File: src/hw/rtl/assert_macros.svh
// Assertion macros used by the top level of the matrix multiply engine.
`ifndef ASSERT_MACROS_SVH
`define ASSERT_MACROS_SVH
`ifndef SYNTH
// Same-cycle implication, checked on every rising edge outside reset.
`define ASSERT_IMPLIES(label, clk, rst, cond, prop) \
   label: assert property (@(posedge clk) disable iff (rst) (cond) |-> (prop)) \
      else $error("assertion failed: label");
// Next-cycle implication, checked on every rising edge outside reset.
`define ASSERT_NEXT(label, clk, rst, cond, prop) \
   label: assert property (@(posedge clk) disable iff (rst) (cond) |=> (prop)) \
      else $error("assertion failed: label");
`else
`define ASSERT_IMPLIES(label, clk, rst, cond, prop)
`define ASSERT_NEXT(label, clk, rst, cond, prop)
`endif
`endif

File: src/hw/rtl/mme_pkg.sv
// Types and constants shared by the matrix multiply engine modules.
`default_nettype none
package mme_pkg;

   // Accumulator width: eight exact 64-bit products plus sign headroom.
   localparam int ACC_W  = 68;
   // Fraction bits of the Q16.16 format.
   localparam int FRAC_W = 16;

   // Element of A travelling down the chain of cells.
   typedef struct packed {
      logic              valid;
      logic              first;
      logic              last;
      logic [2:0]        j;
      logic signed [31:0] a;
   } link_type;

   // Write of one element of B into a cell's local column.
   typedef struct packed {
      logic              we;
      logic [2:0]        row;
      logic signed [31:0] data;
   } b_wr_type;

   // Dot product held by a cell, with a pulse when it completes.
   typedef struct packed {
      logic                    done;
      logic signed [ACC_W-1:0] acc;
   } cell_res_type;

endpackage
`default_nettype wire

File: src/hw/rtl/mme_cell.sv
// One cell of the chain: holds a column of B and accumulates one element of C.
`default_nettype none
module mme_cell import mme_pkg::*; #(
   parameter int MAX_DIM = 8
) (
   input  logic         clock,
   input  logic         reset,
   input  b_wr_type     b_wr,
   input  link_type     link_in,
   output link_type     link_out,
   output cell_res_type res
);
   localparam int IDXW = (MAX_DIM > 1) ? $clog2(MAX_DIM) : 1;

   logic signed [31:0]      bcol_ff [MAX_DIM];
   link_type                link_ff;
   logic signed [63:0]      prod_ff;
   logic                    pv_ff, pfirst_ff, plast_ff;
   logic signed [ACC_W-1:0] acc_ff;
   logic                    done_ff;
   logic signed [31:0]      b_sel;

   // Local column of B, written while loading.
   always_ff @(posedge clock) begin
      if (b_wr.we) begin
         bcol_ff[IDXW'(b_wr.row)] <= b_wr.data;
      end
   end

   assign b_sel = bcol_ff[IDXW'(link_in.j)];

   // Pass the element of A on to the neighbor and form the product.
   always_ff @(posedge clock) begin
      if (reset) begin
         link_ff.valid <= 1'b0;
         pv_ff         <= 1'b0;
      end else begin
         link_ff.valid <= link_in.valid;
         pv_ff         <= link_in.valid;
      end
      link_ff.first <= link_in.first;
      link_ff.last  <= link_in.last;
      link_ff.j     <= link_in.j;
      link_ff.a     <= link_in.a;
      prod_ff       <= link_in.a * b_sel;
      pfirst_ff     <= link_in.first;
      plast_ff      <= link_in.last;
   end

   // Exact accumulation; the sum holds until the next row starts.
   always_ff @(posedge clock) begin
      if (reset) begin
         done_ff <= 1'b0;
      end else begin
         done_ff <= pv_ff && plast_ff;
      end
      if (pv_ff) begin
         if (pfirst_ff) begin
            acc_ff <= ACC_W'(prod_ff);
         end else begin
            acc_ff <= acc_ff + ACC_W'(prod_ff);
         end
      end
   end

   assign link_out = link_ff;
   assign res.done = done_ff;
   assign res.acc  = acc_ff;

endmodule
`default_nettype wire

File: config.mk
export PLATFORM = sky130hd
export DESIGN_NAME = mme_cell
export DESIGN_NICKNAME = d
export VERILOG_FILES = /design/src/hw/rtl/assert_macros.svh /design/src/hw/rtl/mme_pkg.sv /design/src/hw/rtl/mme_cell.sv
export SDC_FILE = /design/constraint.sdc
export NUM_CORES = 2
export LEC_CHECK = 0
export BUFFER_PORTS_ARGS = -buffer_cell sky130_fd_sc_hd__buf_2
export CAP_MARGIN = 10
export CORE_MARGIN = 2
export CORE_UTILIZATION = 60
export CTS_CLUSTER_SIZE = 14
export DETAILED_ROUTE_END_ITERATION = 10
export GPL_TIMING_DRIVEN = 0
export PLACE_DENSITY = 0.8
export SETUP_SLACK_MARGIN = 0.1
export SYNTH_ARGS = -nofsm -noshare
export SYNTH_HDL_FRONTEND = slang
export SYNTH_SLANG_ARGS = --single-unit
File: constraint.sdc
create_clock -name clock -period 10.9 [get_ports clock]
set_input_delay 0.545 -clock clock [delete_from_list [all_inputs] [get_ports clock]]
set_output_delay 0.545 -clock clock [all_outputs]
set_load 0.02 [all_outputs]
Word-level counts from Yosys, hierarchy flattened
Memories as Yosys holds them, arrays and structs flattened.
Index checks and enable logic that the tools add are counted.
{"block": "word_totals", "word_cells": 15, "ff_bits": 171, "memories": 1, "mem_bits_rw": 256, "input_bits": 76}
{"block": "classes", "n_addsub": 1, "n_mul": 1, "n_reduce_logical": 1, "muxes": 3}
{"name": "bcol_ff", "words": 8, "width": 32, "read_ports": 1, "rd_ports_with_merged_regs": 0, "wr": 1, "line": "mme_cell.sv:15", "text": "logic signed [31:0] bcol_ff [MAX_DIM];"}
{"cell": "68-bit by 64-bit adder with 68-bit output", "n": 1}
{"cell": "68-bit two-way mux", "n": 1}
{"cell": "32-bit by 32-bit multiplier with 64-bit output", "n": 1}
{"cell": "1-bit two-way mux", "n": 2}
{"cell": "1-bit logical AND", "n": 1}

Depth between registers and ports, before layout
{"block": "depth", "depth_word": 2, "ltp_mapped": 34}

Worst setup path before layout
No wires, ideal clock.
{"block": "synth_timing", "path_type": "input -> register", "from": "input link_in[32] (netlist name)", "to": "register prod_ff[61]", "setup_slack_ps": 1294, "arrival_ps": 9488, "n_path_buf": 4, "t_required_ps": 10781, "stages": 27, "cell_sequence": "buf_2 -> buf_2 -> buf_2 -> mux4_2 -> mux2_2 -> clkbuf_1 -> nand2_1 -> inv_1 -> fa_1 -> fa_1 -> fa_1 -> fa_1 -> inv_1 -> fa_1 -> inv_1 -> fa_1 -> fa_1 -> fa_1 -> ha_1 -> nand3_1 -> o311ai_0 -> nand3_1 -> o31ai_1 -> a21oi_1 -> o31ai_1 -> a21oi_1 -> xnor2_1"}
{"block": "synth_via", "elab_chain_cells": 2}
{"item": "start: declaration", "line": "mme_cell.sv:9", "text": "input link_type link_in,"}
{"item": "memory read 8 x 32 bit"}
{"item": "32-bit by 32-bit multiplier with 64-bit output", "line": "mme_cell.sv:45", "text": "prod_ff <= link_in.a * b_sel;"}
{"item": "end signal: assignment", "line": "mme_cell.sv:45"}
{"item": "end: declaration", "line": "mme_cell.sv:17", "text": "logic signed [63:0] prod_ff;"}
No other way between the ends.
A chain may end at the register's enable or synchronous reset.

Worst setup path in the final report
Same ends and word-level chain as after synthesis.

==> metrics.md <==
| Metric | Value |
|---|---|
| Antenna violations before repair | 15 |
| First-pass GRT wire length | 265000 microns |
| Clock root cell | clkbuf_16 |
| FILL cells | around 7100 |
| Post-DP HPWL | 144000 microns |
| Final net count | a little under 7000 |
| CP endpoint kind | flop |
| Place WS | -2.15 ns |
| Worst setup endpoint | prod_ff[61]$_DFF_P_ |
| CP max stage delay | roughly 0.86 ns |
| Cell count after synthesis | 5131 |
| Rows | 110 |
| CP Launch Point | link_in[32] |
| Clock transition at path regs | ~0.060 ns |
| Die Height | between 300 and 400 microns |
| Final WL | roughly 180000 microns |
| CP Launch Type | primary input |
| Port bufs | about 180 |
| Hold depth | 1 |
| Die area | 93300 sq um |
| H-tree level count | 2 |
| Placed inst area | between 50000 and 60000 sq um |
| Worst-margin pin slew | around 1.3 ns |
| WL/cell | around 27 microns |
| Sequential area share after synthesis | between 20% and 30% |
| Final instance area | between 50000 and 60000 sq um |
| Asr flop ratio synth | 0% |
| CTS sink cnt | roughly 430 |
| Placed insts | roughly 6500 |
| Total track usage | 39.4% |
| Worst Path Required | 11.38 ns |
| Clock skew | between 0.05 and 0.06 ns |
| Die X | 305 microns |
| Largest net degree at the start of global routing | 43 |
| Synthesized Nets | 6541 |
| R2R Path End | prod_ff[61]$_DFF_P_ |
| WS Path Type | primary input to flop |
| Reg2reg setup slack | between 0.7 and 0.8 ns |
| Outcome | finished, final reports clean |
| Setup Viol. Count Final | 0 |
| Crit Reg-Reg Startpoint | bcol_ff[4][29]$_DFFE_PP_ |
| Layout cells sized above 1 | 8.90% |
| Fmax | between 0.09 and 0.1 GHz |
| CP max stage cell | mux2i_2 |
| RSZ-0062 raised after global routing | yes |
| CP dominant cell by count | fa_1 |
| Final worst-path cycle share | a little over nine tenths |
| Routed vias/inst | about 6 |
| Post-Syn Area | roughly 54000 sq um |
| DRT Pass-1 Iters | 7 |
| Clk Latency, worst-skew pair | ~0.65 ns |
| Worst Hold Class | primary input to flop |
| Worst Path Max Fanout | 10 |
| 1st-iter DRT viols | 4114 |
| Synth cell types | slightly below 80 |
| Primary FF master, synth | edfxtp_1 |
| Initial Util | just over 60% |
| Number of synthesized flops with an enable pin | between 300 and 400 |
| Io pins | between 150 and 200 |
| ANT nets after route | 0 |
| Setup TNS | 0 ns |
| Syn avg cell area | between 10 and 15 sq um |
| Final Max Slew Viols | 0 |
| Hold Fails Final Rpt | 0 |
| CTS tree | yes |
| Vias in the first global route | 41989 |
| CTS buffer count | 45 |
| Yosys Warn Count | 0 |
| Routability cong. | ~1.0 |
| CORE AREA | around 90000 sq um |
| Finished Layout Cells | about 6600 |
| R2R depth | 23 |
| Worst-case clock buffer depth | 3 |
| Max-cap violations | 0 |
| Max transition margin | around 14% |
| Arrival time worst endpoint | approximately 11 ns |
| Vias | about 39000 |
| Worst setup margin | 0.153 ns |
| Residual DRC | 0 |
| P&R area growth vs syn | 8.16% |
| Final min period | about 11 ns |
| GR Overflow Total | 0 |
| Synth Register Bits | ~430 |
[registers in the layout, indices dropped and copies added (netlist names)]
signal and flops:
acc_ff 68, bcol_ff 256, done_ff 1, link_out 35, pfirst_ff 1, plast_ff 1
prod_ff 64, pv_ff 1
[timing repair]
item,CTS,global route
hold endpoints to repair,2,0
setup buffers,0,1
hold buffers,2,0
setup endpoints to repair,27,12
resized for setup,45,51
[worst min path at each step]
stage                                start                   end  slack [ns]
after floorplan           plast_ff$_DFF_P_    done_ff$_SDFF_PP0_        0.41
after detailed placement  plast_ff$_DFF_P_    done_ff$_SDFF_PP0_        0.43
after global placement    plast_ff$_DFF_P_    done_ff$_SDFF_PP0_        0.42
final                          link_in[32]  link_out[32]$_DFF_P_        0.03
after CTS                      link_in[32]  link_out[32]$_DFF_P_        0.03
after global routing           link_in[34]  link_out[34]$_DFF_P_        0.05
[layer usage]
| metal | routed length (microns) | vias to the layer above | GRT usage [%] |
|---|---|---|---|
| met2 | 80700 | 2409 | 61.7 |
| met1 | 65200 | 20118 | 50.4 |
| met5 | 44 | - | 0 |
| met3 | 19800 | 565 | 9.74 |
| met4 | 12700 | 6 | 22.7 |
| li1 | - | 16376 | - |
[cell usage after synthesis (13+ instances only)]
cell / count / share of area (%)
mux2i_1: 13 / 0.24
nor2b_1: 300 / 3.4
nor3_1: 24 / 0.22
and2_1: 239 / 2.7
o21bai_1: 32 / 0.44
mux4_2: 64 / 2.6
a21o_1: 60 / 0.83
nand2_1: 592 / 4.1
o21ai_0: 123 / 1.1
nand4_1: 37 / 0.42
clkbuf_1: 226 / 1.6
buf_2: 14 / 0.13
fa_1: 1083 / 40
inv_1: 1004 / 6.9
nor2_1: 87 / 0.60
nand2b_1: 43 / 0.49
dfxtp_1: 103 / 3.8
edfxtp_1: 324 / 18
mux2_2: 25 / 0.52
and3_1: 15 / 0.17
ha_1: 251 / 5.8
xor2_1: 40 / 0.64
xnor2_1: 91 / 1.5
a21oi_1: 131 / 1.2
nand3_1: 30 / 0.28
a211oi_1: 19 / 0.26
[kinds of logic (layout without fill, tap and decap cells)]
group / count (synthesis) / after routing / share of synthesized area, %
flops: 427 / 427 / 21.6
compound gates: 477 / 477 / 5.66
other cells: 0 / 6 / 0
xor+xnor: 131 / 131 / 2.11
buf+inv: 1259 / 1542 / 8.77
simple gates: 1401 / 1401 / 12.9
mux: 102 / 102 / 3.40
fa+ha+maj: 1334 / 1334 / 45.5
[layout make-up]
type                       instances  area [sq um]  share of cell area (%)
antenna                            6          15.0                  0.0255
tap                             1176          1470                    2.50
buffer                           255          1090                    1.85
sequential                       427         11800                    20.0
timing repair buffer             202          1230                    2.09
multi-input combinational       3445         38100                    64.7
inverter                        1004          3770                    6.39
clock buffer                      53          1180                    2.00
clock inverter                    28           272                   0.461
[placed cells by master (no fill, tap or decap), drive strengths merged, types with 7 or more instances in the layout]
| cell | n |
|---|---|
| mux4 | 64 |
| o21a | 11 |
| mux2 | 25 |
| a21boi | 7 |
| ha | 251 |
| xor2 | 40 |
| fa | 1083 |
| a21oi | 135 |
| nor2 | 87 |
| nor2b | 300 |
| clkbuf | 283 |
| or2 | 8 |
| mux2i | 13 |
| and2 | 240 |
| xnor2 | 91 |
| inv | 1010 |
| a21o | 61 |
| clkinv | 17 |
| o31ai | 14 |
| and3 | 15 |
| nand2b | 43 |
| nand3 | 30 |
| buf | 223 |
| o21ai | 131 |
| o21bai | 32 |
| a211oi | 20 |
| nand2 | 592 |
| nor3 | 25 |
| nand4 | 37 |
| a31oi | 10 |
| or3 | 7 |
| dfxtp | 103 |
| nor4 | 7 |
| edfxtp | 324 |
[worst max-delay path, delay by kind of cell]
family / cells / cell delay (ns)
AND/OR/NAND/NOR: 5 / 1.23
AO/OA/AOI/OAI: 5 / 1.46
multiplexers: 2 / 1.44
buffers and inverters: 4 / 1.69
XOR/XNOR: 1 / 0.48
adder cells (fa/ha/maj): 9 / 4.35
[per-stage QoR]
stage	hold slack (ns)	util, %
finish	0.0332	65.5
global route	0.0458	65.5
CTS	0.0324	65.3
detailed placement	0.433	63.6
global placement	0.421	63.2
floorplan	0.410	-
Power is left out: the tool's default activity adds up to more than one toggle a clock period on the data nets, which glitch-free logic cannot reach.
